<file path="config.mk">
export PLATFORM = sky130hd
export DESIGN_NAME = preorder_tree_table_unit_flat
export DESIGN_NICKNAME = d
export VERILOG_FILES = /design/src/rtl/ptt_pkg.sv /design/src/rtl/ptt_intf.sv /design/src/rtl/ptt_engine.sv /design/src/rtl/preorder_tree_table_unit.sv /design/src/flat_wrapper.sv
export VERILOG_INCLUDE_DIRS = /design/src /design/src/rtl
export SDC_FILE = /design/constraint.sdc
export NUM_CORES = 2
export LEC_CHECK = 0
export BUFFER_PORTS_ARGS = -buffer_cell sky130_fd_sc_hd__buf_2
export CORE_ASPECT_RATIO = 1.1
export CORE_MARGIN = 3
export CORE_UTILIZATION = 45
export DETAILED_ROUTE_END_ITERATION = 12
export GPL_ROUTABILITY_DRIVEN = 0
export PLACE_DENSITY = 0.64
export SYNTH_ARGS = -nofsm -noshare
export SYNTH_HDL_FRONTEND = slang
export SYNTH_HIERARCHICAL = 1
export SYNTH_SLANG_ARGS = --single-unit
</file>
<file path="constraint.sdc">
create_clock -name clock -period 7.71 [get_ports clock]
set_clock_uncertainty 0.05 [all_clocks]
set_input_delay 1.1565 -clock clock [delete_from_list [all_inputs] [get_ports clock]]
set_output_delay 1.1565 -clock clock [all_outputs]
set_load 0.02 [all_outputs]
</file>
<file path="src/rtl/preorder_tree_table_unit_defines.svh">
// Assertion macros used by the preorder tree table engine.
`ifndef PREORDER_TREE_TABLE_UNIT_DEFINES_SVH
`define PREORDER_TREE_TABLE_UNIT_DEFINES_SVH

// A condition that holds at every clock edge outside reset.
`define PTT_ASSERT_ALWAYS(label, cond, msg) \
   label: assert property (@(posedge clock) disable iff (reset) (cond)) else $error(msg);

// A consequence that holds in the same cycle as its cause.
`define PTT_ASSERT_IMPLIES(label, ante, cons, msg) \
   label: assert property (@(posedge clock) disable iff (reset) (ante) |-> (cons)) \
      else $error(msg);

// A consequence that holds in the cycle after its cause.
`define PTT_ASSERT_NEXT(label, ante, cons, msg) \
   label: assert property (@(posedge clock) disable iff (reset) (ante) |=> (cons)) \
      else $error(msg);

`endif

</file>
<file path="src/rtl/ptt_pkg.sv">
// Package with the types, sizes and codes of the preorder tree table.
`timescale 1ns / 1ps

package ptt_pkg;

   localparam int MaxNodes = 64;
   localparam int IdBits   = 16;
   localparam int AddrBits = $clog2(MaxNodes);
   localparam int CntBits  = AddrBits + 1;
   localparam int CmdBits  = 2;
   localparam int StatBits = 2;

   localparam logic [CmdBits-1:0] CMD_ROOT   = 2'd0;
   localparam logic [CmdBits-1:0] CMD_INSERT = 2'd1;
   localparam logic [CmdBits-1:0] CMD_REMOVE = 2'd2;
   localparam logic [CmdBits-1:0] CMD_FIND   = 2'd3;

   localparam logic [StatBits-1:0] STAT_OK       = 2'd0;
   localparam logic [StatBits-1:0] STAT_NOTFOUND = 2'd1;
   localparam logic [StatBits-1:0] STAT_FULL     = 2'd2;

   typedef struct packed {
      logic [IdBits-1:0]   id;
      logic [IdBits-1:0]   parent;
      logic                is_root;
      logic [AddrBits-1:0] slot;
      logic [CntBits-1:0]  sub;
   } ptt_entry_type;

   typedef struct packed {
      logic [CmdBits-1:0] command;
      logic [IdBits-1:0]  node_id;
   } ptt_req_type;

   typedef struct packed {
      logic [StatBits-1:0] status;
      logic [IdBits-1:0]   new_id;
      logic [AddrBits-1:0] position;
      logic [AddrBits-1:0] slot;
      logic [CntBits-1:0]  removed_count;
   } ptt_rsp_type;

   typedef struct packed {
      logic idle;
      logic done;
   } ptt_core_state_type;

endpackage

</file>
<file path="src/rtl/ptt_intf.sv">
// Valid/ready channel interfaces for the command and result beats.
`timescale 1ns / 1ps

interface ptt_req_if;
   import ptt_pkg::*;

   logic               valid;
   logic               ready;
   logic [CmdBits-1:0] command;
   logic [IdBits-1:0]  node_id;

   modport source (output valid, output command, output node_id, input ready);
   modport sink (input valid, input command, input node_id, output ready);
endinterface

interface ptt_rsp_if;
   import ptt_pkg::*;

   logic                valid;
   logic                ready;
   logic [StatBits-1:0] status;
   logic [IdBits-1:0]   new_id;
   logic [AddrBits-1:0] position;
   logic [AddrBits-1:0] slot;
   logic [CntBits-1:0]  removed_count;

   modport source (output valid, output status, output new_id, output position,
                   output slot, output removed_count, input ready);
   modport sink (input valid, input status, input new_id, input position,
                 input slot, input removed_count, output ready);
endinterface

</file>
<file path="src/rtl/ptt_engine.sv">
// Table memory and pass sequencer that carry out one tree command at a time.
`timescale 1ns / 1ps
`include "preorder_tree_table_unit_defines.svh"

module ptt_engine (
   input  logic                        clock,
   input  logic                        reset,
   input  logic                        start,
   input  ptt_pkg::ptt_req_type        cmd_req,
   input  logic                        ack,
   output ptt_pkg::ptt_core_state_type core_state,
   output ptt_pkg::ptt_rsp_type        result
);
   import ptt_pkg::*;

   localparam logic [2:0] S_IDLE     = 3'd0;
   localparam logic [2:0] S_SCAN     = 3'd1;
   localparam logic [2:0] S_SHIFT_UP = 3'd2;
   localparam logic [2:0] S_NEW      = 3'd3;
   localparam logic [2:0] S_ANC      = 3'd4;
   localparam logic [2:0] S_SHIFT_DN = 3'd5;
   localparam logic [2:0] S_DONE     = 3'd6;

   logic [2:0]          state_ff, state_in;
   logic [CmdBits-1:0]  cmd_ff, cmd_in;
   logic [IdBits-1:0]   key_ff, key_in;
   logic [CntBits-1:0]  idx_ff, idx_in;
   logic [CntBits-1:0]  lim_ff, lim_in;
   logic [AddrBits-1:0] tgt_ff, tgt_in;
   logic [CntBits-1:0]  rm_ff, rm_in;
   logic [CntBits-1:0]  count_ff, count_in;
   logic [IdBits-1:0]   id_ctr_ff, id_ctr_in;
   ptt_rsp_type         res_ff, res_in;

   ptt_entry_type       entry_mem_ff [MaxNodes];
   ptt_entry_type       rd_data_ff;
   logic                rd_vld_ff;
   logic [2:0]          rd_tag_ff;
   logic [AddrBits-1:0] rd_idx_ff;

   logic                rd_en;
   logic [AddrBits-1:0] rd_addr;
   logic                wr_en;
   logic [AddrBits-1:0] wr_addr;
   ptt_entry_type       wr_data;

   logic                data_ok;
   logic                hit;
   logic                full;
   logic [CntBits:0]    span;
   logic                covers;
   logic [CntBits-1:0]  sub_adj;
   logic [CntBits:0]    rm_want;
   logic [CntBits-1:0]  rm_avail;
   logic [AddrBits-1:0] new_pos;

   // Read data is only used by the state that issued the read.
   assign data_ok = rd_vld_ff && (rd_tag_ff == state_ff);
   assign hit     = data_ok && (state_ff == S_SCAN) && (rd_data_ff.id == key_ff);
   assign full    = (count_ff == CntBits'(MaxNodes));

   // Shared compare and adjust unit: an entry is an ancestor of the target
   // when its subtree range reaches the target position.
   assign span     = (CntBits+1)'(rd_idx_ff) + (CntBits+1)'(rd_data_ff.sub);
   assign covers   = (span >= (CntBits+1)'(tgt_ff));
   assign sub_adj  = (cmd_ff == CMD_INSERT) ? rd_data_ff.sub + CntBits'(1) :
                     (rd_data_ff.sub >= rm_ff) ? rd_data_ff.sub - rm_ff : '0;
   assign rm_want  = (CntBits+1)'(rd_data_ff.sub) + (CntBits+1)'(1);
   assign rm_avail = count_ff - CntBits'(rd_idx_ff);
   assign new_pos  = (cmd_ff == CMD_ROOT) ? count_ff[AddrBits-1:0] : tgt_ff + AddrBits'(1);

   always_comb begin
      state_in  = state_ff;
      cmd_in    = cmd_ff;
      key_in    = key_ff;
      idx_in    = idx_ff;
      lim_in    = lim_ff;
      tgt_in    = tgt_ff;
      rm_in     = rm_ff;
      count_in  = count_ff;
      id_ctr_in = id_ctr_ff;
      res_in    = res_ff;
      rd_en     = 1'b0;
      rd_addr   = idx_ff[AddrBits-1:0];
      wr_en     = 1'b0;
      wr_addr   = rd_idx_ff;
      wr_data   = rd_data_ff;

      case (state_ff)
         S_IDLE: begin
            if (start) begin
               cmd_in = cmd_req.command;
               key_in = cmd_req.node_id;
               res_in = '0;
               if (cmd_req.command == CMD_ROOT) begin
                  if (full) begin
                     res_in.status = STAT_FULL;
                     state_in      = S_DONE;
                  end else begin
                     state_in = S_NEW;
                  end
               end else if (count_ff == '0) begin
                  res_in.status = STAT_NOTFOUND;
                  state_in      = S_DONE;
               end else begin
                  idx_in   = '0;
                  state_in = S_SCAN;
               end
            end
         end

         S_SCAN: begin
            rd_en = (idx_ff < count_ff) && !hit;
            if (rd_en) begin
               idx_in = idx_ff + CntBits'(1);
            end
            if (hit) begin
               tgt_in = rd_idx_ff;
               case (cmd_ff)
                  CMD_FIND: begin
                     res_in.position = rd_idx_ff;
                     res_in.slot     = rd_data_ff.slot;
                     state_in        = S_DONE;
                  end
                  CMD_INSERT: begin
                     if (full) begin
                        res_in.status = STAT_FULL;
                        state_in      = S_DONE;
                     end else begin
                        idx_in   = count_ff - CntBits'(1);
                        lim_in   = CntBits'(rd_idx_ff) + CntBits'(1);
                        state_in = S_SHIFT_UP;
                     end
                  end
                  CMD_REMOVE: begin
                     if (rm_want > (CntBits+1)'(rm_avail)) begin
                        rm_in = rm_avail;
                     end else begin
                        rm_in = rm_want[CntBits-1:0];
                     end
                     res_in.position = rd_idx_ff;
                     idx_in          = '0;
                     lim_in          = CntBits'(rd_idx_ff);
                     state_in        = S_ANC;
                  end
                  default: begin
                     state_in = S_DONE;
                  end
               endcase
            end else if (data_ok &&
                         (rd_idx_ff == count_ff[AddrBits-1:0] - AddrBits'(1))) begin
               res_in.status = STAT_NOTFOUND;
               state_in      = S_DONE;
            end
         end

         S_SHIFT_UP: begin
            // Walk down from the last entry so nothing is overwritten before it moves.
            rd_en = (idx_ff >= lim_ff);
            if (rd_en) begin
               idx_in = idx_ff - CntBits'(1);
            end
            wr_en   = data_ok;
            wr_addr = rd_idx_ff + AddrBits'(1);
            if (!rd_en && !data_ok) begin
               state_in = S_NEW;
            end
         end

         S_NEW: begin
            wr_en           = 1'b1;
            wr_addr         = new_pos;
            wr_data.id      = id_ctr_ff;
            wr_data.parent  = (cmd_ff == CMD_ROOT) ? '1 : key_ff;
            wr_data.is_root = (cmd_ff == CMD_ROOT);
            wr_data.slot    = count_ff[AddrBits-1:0];
            wr_data.sub     = '0;
            id_ctr_in       = id_ctr_ff + IdBits'(1);
            count_in        = count_ff + CntBits'(1);
            res_in.status   = STAT_OK;
            res_in.new_id   = id_ctr_ff;
            res_in.position = new_pos;
            res_in.slot     = count_ff[AddrBits-1:0];
            if (cmd_ff == CMD_ROOT) begin
               state_in = S_DONE;
            end else begin
               idx_in   = '0;
               lim_in   = CntBits'(tgt_ff) + CntBits'(1);
               state_in = S_ANC;
            end
         end

         S_ANC: begin
            rd_en = (idx_ff < lim_ff);
            if (rd_en) begin
               idx_in = idx_ff + CntBits'(1);
            end
            wr_en       = data_ok && covers;
            wr_addr     = rd_idx_ff;
            wr_data.sub = sub_adj;
            if (!rd_en && !data_ok) begin
               if (cmd_ff == CMD_REMOVE) begin
                  idx_in   = CntBits'(tgt_ff) + rm_ff;
                  state_in = S_SHIFT_DN;
               end else begin
                  state_in = S_DONE;
               end
            end
         end

         S_SHIFT_DN: begin
            rd_en = (idx_ff < count_ff);
            if (rd_en) begin
               idx_in = idx_ff + CntBits'(1);
            end
            wr_en   = data_ok;
            wr_addr = rd_idx_ff - rm_ff[AddrBits-1:0];
            if (!rd_en && !data_ok) begin
               count_in             = count_ff - rm_ff;
               res_in.removed_count = rm_ff;
               state_in             = S_DONE;
            end
         end

         S_DONE: begin
            if (ack) begin
               state_in = S_IDLE;
            end
         end

         default: begin
            state_in = S_IDLE;
         end
      endcase
   end

   always_ff @(posedge clock) begin
      if (reset) begin
         state_ff  <= S_IDLE;
         count_ff  <= '0;
         id_ctr_ff <= '0;
         rd_vld_ff <= 1'b0;
      end else begin
         state_ff  <= state_in;
         count_ff  <= count_in;
         id_ctr_ff <= id_ctr_in;
         rd_vld_ff <= rd_en;
      end
   end

   always_ff @(posedge clock) begin
      cmd_ff    <= cmd_in;
      key_ff    <= key_in;
      idx_ff    <= idx_in;
      lim_ff    <= lim_in;
      tgt_ff    <= tgt_in;
      rm_ff     <= rm_in;
      res_ff    <= res_in;
      rd_tag_ff <= state_ff;
      rd_idx_ff <= rd_addr;
   end

   always_ff @(posedge clock) begin
      if (wr_en) begin
         entry_mem_ff[wr_addr] <= wr_data;
      end
      rd_data_ff <= entry_mem_ff[rd_addr];
   end

   assign core_state.idle = (state_ff == S_IDLE);
   assign core_state.done = (state_ff == S_DONE);
   assign result          = res_ff;

   `PTT_ASSERT_ALWAYS(a_count_bound, count_ff <= CntBits'(MaxNodes),
      "entry count exceeds the table size")
   `PTT_ASSERT_IMPLIES(a_write_in_range, wr_en, CntBits'(wr_addr) <= count_ff,
      "table write beyond the end of the valid entries")
   `PTT_ASSERT_IMPLIES(a_id_step, !$past(reset) && (id_ctr_ff != $past(id_ctr_ff)),
      $past(state_ff) == S_NEW, "id counter moved without a new entry")
   `PTT_ASSERT_IMPLIES(a_removed_only_remove,
      core_state.done && (res_ff.removed_count != '0),
      (cmd_ff == CMD_REMOVE) && (res_ff.status == STAT_OK),
      "removed count reported for a command that removed nothing")
   `PTT_ASSERT_NEXT(a_done_holds, core_state.done && !ack, core_state.done,
      "result dropped before it was taken")

endmodule

</file>
<file path="src/rtl/preorder_tree_table_unit.sv">
// Top level of the preorder tree table: channel handshakes and result register.
//
// Usage: the req channel carries one command beat (command, node_id); the rsp
// channel returns exactly one result beat (status, new_id, position, slot,
// removed_count) per command, in command order. Both use valid/ready.
// The block serves one command at a time; req.ready is high only while the
// engine is idle. Every pass over the table reads one entry per cycle through
// the single read port of the entry memory. With N entries and the match at
// position f, the passes run in this order:
//   new root: write the new entry; find: scan up to f;
//   insert: scan to f, shift later entries up, write the new entry, update ancestors;
//   remove: scan to f, update ancestors, shift the entries after the subtree down.
// A finished result moves into the output register, so a new command beat is
// taken while an earlier result waits on a stalled rsp.ready; the engine then
// holds its next result until the register frees up.
// Reset empties the table and restarts ids at zero; it takes no clearing pass.
`timescale 1ns / 1ps

module preorder_tree_table_unit (
   input  logic      clock,
   input  logic      reset,
   ptt_req_if.sink   req,
   ptt_rsp_if.source rsp
);
   import ptt_pkg::*;

   ptt_core_state_type core_state;
   ptt_rsp_type        core_result;
   ptt_req_type        cmd_req;
   logic               start;
   logic               ack;
   logic               rsp_valid_ff, rsp_valid_in;
   ptt_rsp_type        rsp_data_ff;

   assign req.ready       = core_state.idle;
   assign start           = req.valid && core_state.idle;
   assign cmd_req.command = req.command;
   assign cmd_req.node_id = req.node_id;

   // The engine hands over its result when the output register is empty or draining.
   assign ack = core_state.done && (!rsp_valid_ff || rsp.ready);

   always_comb begin
      rsp_valid_in = rsp_valid_ff;
      if (ack) begin
         rsp_valid_in = 1'b1;
      end else if (rsp.ready) begin
         rsp_valid_in = 1'b0;
      end
   end

   always_ff @(posedge clock) begin
      if (reset) begin
         rsp_valid_ff <= 1'b0;
      end else begin
         rsp_valid_ff <= rsp_valid_in;
      end
   end

   always_ff @(posedge clock) begin
      if (ack) begin
         rsp_data_ff <= core_result;
      end
   end

   ptt_engine u_engine (
      .clock      (clock),
      .reset      (reset),
      .start      (start),
      .cmd_req    (cmd_req),
      .ack        (ack),
      .core_state (core_state),
      .result     (core_result)
   );

   assign rsp.valid         = rsp_valid_ff;
   assign rsp.status        = rsp_data_ff.status;
   assign rsp.new_id        = rsp_data_ff.new_id;
   assign rsp.position      = rsp_data_ff.position;
   assign rsp.slot          = rsp_data_ff.slot;
   assign rsp.removed_count = rsp_data_ff.removed_count;

endmodule
</file>
<file path="src/flat_wrapper.sv">
// flat-port wrapper written by rule: the top's interface ports become plain ports
module preorder_tree_table_unit_flat import ptt_pkg::*;
  (clock, reset, req_valid, req_command, req_node_id, req_ready, rsp_valid, rsp_status, rsp_new_id, rsp_position, rsp_slot, rsp_removed_count, rsp_ready);
  ptt_req_if req_i ();
  ptt_rsp_if rsp_i ();
  input  logic clock;
  input  logic reset;
  input wire logic [$bits(req_i.valid)-1:0] req_valid;
  input wire logic [$bits(req_i.command)-1:0] req_command;
  input wire logic [$bits(req_i.node_id)-1:0] req_node_id;
  output wire logic [$bits(req_i.ready)-1:0] req_ready;
  output wire logic [$bits(rsp_i.valid)-1:0] rsp_valid;
  output wire logic [$bits(rsp_i.status)-1:0] rsp_status;
  output wire logic [$bits(rsp_i.new_id)-1:0] rsp_new_id;
  output wire logic [$bits(rsp_i.position)-1:0] rsp_position;
  output wire logic [$bits(rsp_i.slot)-1:0] rsp_slot;
  output wire logic [$bits(rsp_i.removed_count)-1:0] rsp_removed_count;
  input wire logic [$bits(rsp_i.ready)-1:0] rsp_ready;
  assign req_i.valid = req_valid;
  assign req_i.command = req_command;
  assign req_i.node_id = req_node_id;
  assign req_ready = req_i.ready;
  assign rsp_valid = rsp_i.valid;
  assign rsp_status = rsp_i.status;
  assign rsp_new_id = rsp_i.new_id;
  assign rsp_position = rsp_i.position;
  assign rsp_slot = rsp_i.slot;
  assign rsp_removed_count = rsp_i.removed_count;
  assign rsp_i.ready = rsp_ready;
  preorder_tree_table_unit u_core (.clock(clock), .reset(reset), .req(req_i), .rsp(rsp_i));
endmodule
</file>
==> Word-level counts from Yosys, hierarchy flattened <==
Memory sizes are Yosys's and may differ from the RTL's. A register that Yosys moved wholly into a read port is not among the register bits.
Index checks and enable logic that the tools add are counted.
{ "totals": {"reg_bits": 156, "mem_bits_rw": 2944, "input_bits": 22, "out_inout_bits": 39, "elab_cells": 188, "n_memories": 1} }
{ "classes": {"addsub": 18, "n_lt_le_gt_ge": 6, "eq_ne": 31, "muxes": 66, "reduce_logical": 43} }
{ "memory_table": {"columns": ["name", "words", "width", "read_ports", "rd_ports_with_merged_regs", "write_ports", "line_no", "text"], "rows": [
  ["u_core.u_engine.entry_mem_ff", 64, 46, 1, 1, 1, "ptt_engine.sv:35", "ptt_entry_type entry_mem_ff [MaxNodes];"]
]} }
{ "ops": {"columns": ["cell", "count"], "rows": [
  ["$mux W7", 20],
  ["$pmux W7 S2", 6],
  ["$pmux W7 S6", 1],
  ["$mux W39", 1],
  ["$mux W37", 1],
  ["$pmux W12 S3", 1],
  ["$mux W3", 11],
  ["$pmux W16 S2", 1],
  ["$ne A2 B2 Y1 const B", 11],
  ["$add A7 B1 Y7 const B", 3],
  ["$pmux W3 S7", 1],
  ["$mux W6", 3],
  ["$pmux W6 S3", 1],
  ["$add A16 B1 Y16 const B", 1],
  ["$eq A16 B16 Y1", 1],
  ["$mux W16", 1],
  ["$mux W2", 8],
  ["$add A6 B1 Y7 const B", 2],
  ["$ge A7 B7 Y1", 2],
  ["$lt A7 B7 Y1", 2],
  ["$sub A7 B1 Y7 const B", 2],
  ["$sub A7 B7 Y7", 2],
  ["$add A6 B1 Y6 const B", 2],
  ["$mux W12", 1],
  ["41 further kinds", 79]
]} }

==> Logic depth before layout (Yosys ltp) <==
{ "logic_depth": {"depth_word": 11, "mapped_depth": 16, "ltp_nobuf": 15} }

==> By module <==
Netlist, hierarchy kept.
{ "by_module_without_submodules": {"columns": ["module", "instances", "cells_per_inst", "area_per_inst_um2", "seq_area_each_um2"], "rows": [
  ["ptt_engine", 1, 3696, 79905.4, 59497.1],
  ["preorder_tree_table_unit", 1, 43, 1172.4, 1131.1]
]} }

==> Worst setup path after synthesis <==
Ideal clock, no wire load.
{ "synth_path": {"kind": "register to register", "from": "reg u_core.u_engine.state_ff[2]", "to": "mem u_core/u_engine/entry_mem_ff[0][5] in the netlist's numbering, data pin", "setup_time_ns": 1.008, "t_arrival_ns": 5.948, "t_required_ns": 6.652, "path_slack_ns": 0.704, "path_stages_with_launch": 9, "path_buffers": 3, "period_less_slack_ns": 7.006, "path_cell_list": "dfxtp_1 > buf_6 > clkbuf_1 > nor2b_1 > clkbuf_1 > nand2_1 > nor3_1 > o41ai_1 > o311ai_0"} }
{ "synth_rtl": {"columns": ["element", "line_no", "text"], "rows": [
  ["from (decl)", "ptt_engine.sv:24", "logic [2:0] state_ff, state_in;"],
  ["from (signal assigned)", "ptt_engine.sv:244", "state_ff <= state_in;"],
  ["to (decl)", "ptt_engine.sv:35", null]
]} }

==> Final worst setup path <==
{ "layout_path": {"from": "reg u_core.u_engine.state_ff[1]", "to": "mem u_core/u_engine/entry_mem_ff[48][0] in the netlist's numbering, enable pin"} }
{ "layout_between": {"elab_chain_len": 6, "word_cells_on_any_way": 12, "cone_classes": "eq/ne: 5; mux: 4; reduce/logical: 3"} }
{ "layout_rtl": {"columns": ["element", "line_no", "text"], "rows": [
  ["$eq A3 B3 Y1", "ptt_engine.sv:58", "assign data_ok = rd_vld_ff && (rd_tag_ff == state_ff);"],
  ["$logic_and A1 B1 Y1", "ptt_engine.sv:58", null],
  ["$logic_and A1 B1 Y1", "ptt_engine.sv:198", "wr_en = data_ok && covers;"],
  ["$pmux W1 S3", "ptt_engine.sv:89", "case (state_ff)"],
  ["$mux W1", "ptt_engine.sv:264", "if (wr_en) begin"],
  ["$mux W1 (not written as such)", "ptt_engine.sv:265", "entry_mem_ff[wr_addr] <= wr_data;"]
]} }
Several ways; a longest one is shown, not always the timed one.

==> out/metrics.cfg <==
[logic_synthesis]
ys_seq_elements = 2041
synth_area_per_cell_um2 = 21.68
synthesis.area_mm2 = 0.08108
ys_seq_area_share_pct = 74.78
yosys.area.top_type = edfxtp_1
synth_top_cell_area_share_pct = 73.15
syn-instance-count = 3739
post_synth_num_cell_types = 81
syn_nets = 3841
synth_edf_count = 1975
synth_async_sr_flop_share_pct = 0
yosys_warnings = 6
ys.flop_type = edfxtp_1
synth_area_leaders = edfxtp_1 (73%), mux4_2 (17%), dfxtp_1 (1.6%)

[timing]
hold_viol_final = 0
worst_pin_slew_ps = 1348
slew_headroom_pct = 10.16
final.min_clock_period_ps = 5409
setup_viol = 0
period_share_pct = 70.16
fmax_ghz = 0.1849
finalMaxSlewViolations = 0
rsz0062_at_grt = false
tns_ps = 0
whs_ps = 367.1

[setup_path]
path_max_fanout = 44
cpPeakStageDelay_ps = 830
cp_top_family = simple AND/OR/NAND/NOR gates
crit_buf_inv = 4
crit_slowest_cell = nor3_2
required_ps = 8150
reg2reg_from = u_core/u_engine/state_ff[1]$_SDFFE_PP0P_
crit_chain = buf_4 -> nand3b_1 -> buf_4 -> or2_2 -> ha_1 -> inv_1 -> fa_1 -> a21o_1 -> a21oi_1 -> xnor2_1 -> o21ai_0 -> a31oi_1 -> nand2_1 -> nor3_2 -> buf_4
r2r_cells = 15
end_kind = flip-flop
reg2reg_slack_ps = 2300
crit_path_start_kind = flip-flop
cp.arrival_ps = 5850
crit_type = reg -> reg
rr_endpoint = u_core/u_engine/entry_mem_ff[48][0]$_DFFE_PP_
crit_top_cell = buf_4

[clock_tree]
cts_sinks = 2041
htreeDepth = 4
cts_made_buffers = 201
clk_pin_slew_worst_paths_ps = 60
holdBufCountCts = 0
cts_setup_buffers = 0
cts_resized = 0
insertion_delay_ps = 830
root_buffer = clkbuf_16
cts_tree = done
cts_buffer_depth = 3

[status]
status = finished, final reports clean

[power_and_ir_drop]
leakagePower_nw = 28.97
p_total_mw = 35.81
ir_drop_uv = 421.7
powerDensity_mw_per_mm2 = 391.0

[grt]
grt_pass1_wl_um = 281700
grt_max_degree = 115
grt.total_usage_pct = 21.01
antenna_found_initial = 11
busiest_layer = met2
grt-ovfl-total = 0
grt_pass1_vias = 38680
met2_usage_pct = 34.04
use_met3_pct = 3.579
grt.met1_usage_pct = 30.05

[cells_and_area]
drive_above_1_share_pct = 29.30
final_cell_mix = edfxtp_1 (1,975), mux4_2 (609), clkbuf_16 (204)
n_antenna_cell = 0
nets = 4073
final_common_cell = edfxtp_1
areaGrowthSynthToFinish_pct = 12.96

[routing]
post-route-drc-count = 0
detail_route.wl_per_cell_um = 29.61
routed_wl_um = 192800
via_per_inst = 5.947
dr.pass1.iters = 5
drtIter0Drc = 4952
vias = 38720
ant_nets = 0

[floorplanning]
dieArea_mm2 = 0.1853
row_count = 162
initial_utilization_pct = 45.51
pin_count = 61
core_mm2 = 0.1782
die_y_um = 451.2
die_w_um = 410.7

[place]
dp_hpwl_um = 117700
io_buffer_count = 60

[hold_path]
min-delay-start = u_core/u_engine/result[3]$_SDFFCE_PP0P_
hold_depth = 0
hold-path-endpoint = u_core/rsp.removed_count[3]$_DFFE_PP_
hold_path.class = reg -> reg

[job]
cap_viol_max_count = 0

[cells in the mapped netlist, drive strengths merged, types with 38 or more instances]
master and number:
buf 77, mux4 609, a21oi 57, clkbuf 117
nor3 81, nor2 98, ha 74, inv 60
edfxtp 1975, nand2 86, xnor2 47, dfxtp 66
o21ai 59, xor2 38
[worst max path at each step]
| stage | slack, ps | startpoint | cells after the start | to |
|---|---|---|---|---|
| 6_report | 2300 | u_core/u_engine/state_ff[1]$_SDFFE_PP0P_ | 15 | u_core/u_engine/entry_mem_ff[48][0]$_DFFE_PP_ |
| 5_1_grt | 1980 | u_core/u_engine/state_ff[1]$_SDFFE_PP0P_ | 15 | u_core/u_engine/entry_mem_ff[48][0]$_DFFE_PP_ |
| 4_1_cts | 2330 | u_core/u_engine/state_ff[2]$_SDFFE_PP0P_ | 13 | u_core/u_engine/entry_mem_ff[35][30]$_DFFE_PP_ |
| 3_5_place_dp | 2390 | u_core/u_engine/state_ff[2]$_SDFFE_PP0P_ | 13 | u_core/u_engine/entry_mem_ff[35][35]$_DFFE_PP_ |
| 3_3_place_gp | 2540 | u_core/u_engine/state_ff[2]$_SDFFE_PP0P_ | 13 | u_core/u_engine/entry_mem_ff[35][35]$_DFFE_PP_ |
| 2_1_floorplan | 700 | u_core/u_engine/state_ff[2]$_SDFFE_PP0P_ | 8 | u_core/u_engine/entry_mem_ff[0][5]$_DFFE_PP_ |
[worst reg2reg max path, stage by stage (launching register included)]
cell,delay (ps)
dfxtp_1,310
buf_4,410
nand3b_1,190
buf_4,310
or2_2,200
ha_1,180
inv_1,60
fa_1,440
a21o_1,190
a21oi_1,170
xnor2_1,130
o21ai_0,130
a31oi_1,310
nand2_1,690
nor3_2,860
buf_4,440
[area by class of cell]
class / instances / area [µm²]
clock inverters: 104 / 789.5
flip-flops and latches: 2041 / 60630
repair buffers: 223 / 1624
multi-input cells: 1444 / 19940
clock buffers: 261 / 5399
inverters: 60 / 225.2
fillers: 13830 / 86590
well taps: 2378 / 2975
[cells by family (layout without fill, tap and decap cells)]
logic type	Yosys count	after routing	share of synthesized area, %
AO/OA/AOI/OAI	252	252	2.082
XOR/XNOR	85	85	0.9506
adder cells (fa/ha/maj)	80	80	1.290
buffers and inverters	254	648	1.253
flip-flops	2041	2041	74.78
multiplexers	639	639	17.29
AND/OR/NAND/NOR	388	388	2.353
[report_power, final]
group | total [mW] | internal (mW) | switching, mW
Clock | 9.20 | 5.13 | 4.06
Combinational | 11.9 | 4.52 | 7.37
Sequential | 14.7 | 14.3 | 0.378
[stage by stage]
| step | util, % | setup WS [ps] | instance area [µm²] | std cells |
|---|---|---|---|---|
| 3_3_place_gp | 47.93 | 2535 | 85390 | 6146 |
| 6_report | 51.40 | 2301 | 91580 | 6511 |
| 3_5_place_dp | 47.93 | 2389 | 85390 | 6146 |
| 2_1_floorplan | - | 703.9 | 81080 | 3739 |
| 5_1_grt | 51.40 | 1979 | 91580 | 6511 |
| 4_1_cts | 51.40 | 2332 | 91580 | 6511 |
[registers in the layout, indices dropped and copies added, names as in the netlist, 3 cells and up]
signal and flops:
u_core/rsp.position 6, u_core/rsp.slot 6, u_core/u_engine/count_ff 7, u_core/u_engine/rd_data_ff 29
u_core/rsp.removed_count 7, u_core/u_engine/result 37, u_core/u_engine/entry_mem_ff 1856, u_core/u_engine/rd_idx_ff 6
u_core/u_engine/lim_ff 7, u_core/rsp.new_id 16, u_core/u_engine/tgt_ff 6, u_core/u_engine/id_ctr_ff 16
u_core/u_engine/rm_ff 7, u_core/u_engine/key_ff 16, u_core/u_engine/state_ff 3, u_core/u_engine/rd_tag_ff 3
u_core/u_engine/idx_ff 7
[routing by layer]
metal	part of all wire [%]	up-vias	routed length [µm]
li1	-	16180	-
met2	50	1650	96170
met3	8.0	234	15500
met1	40	20660	77130
met4	2.1	0	3972
met5	0	-	0
(Power assumes the default switching activity.)
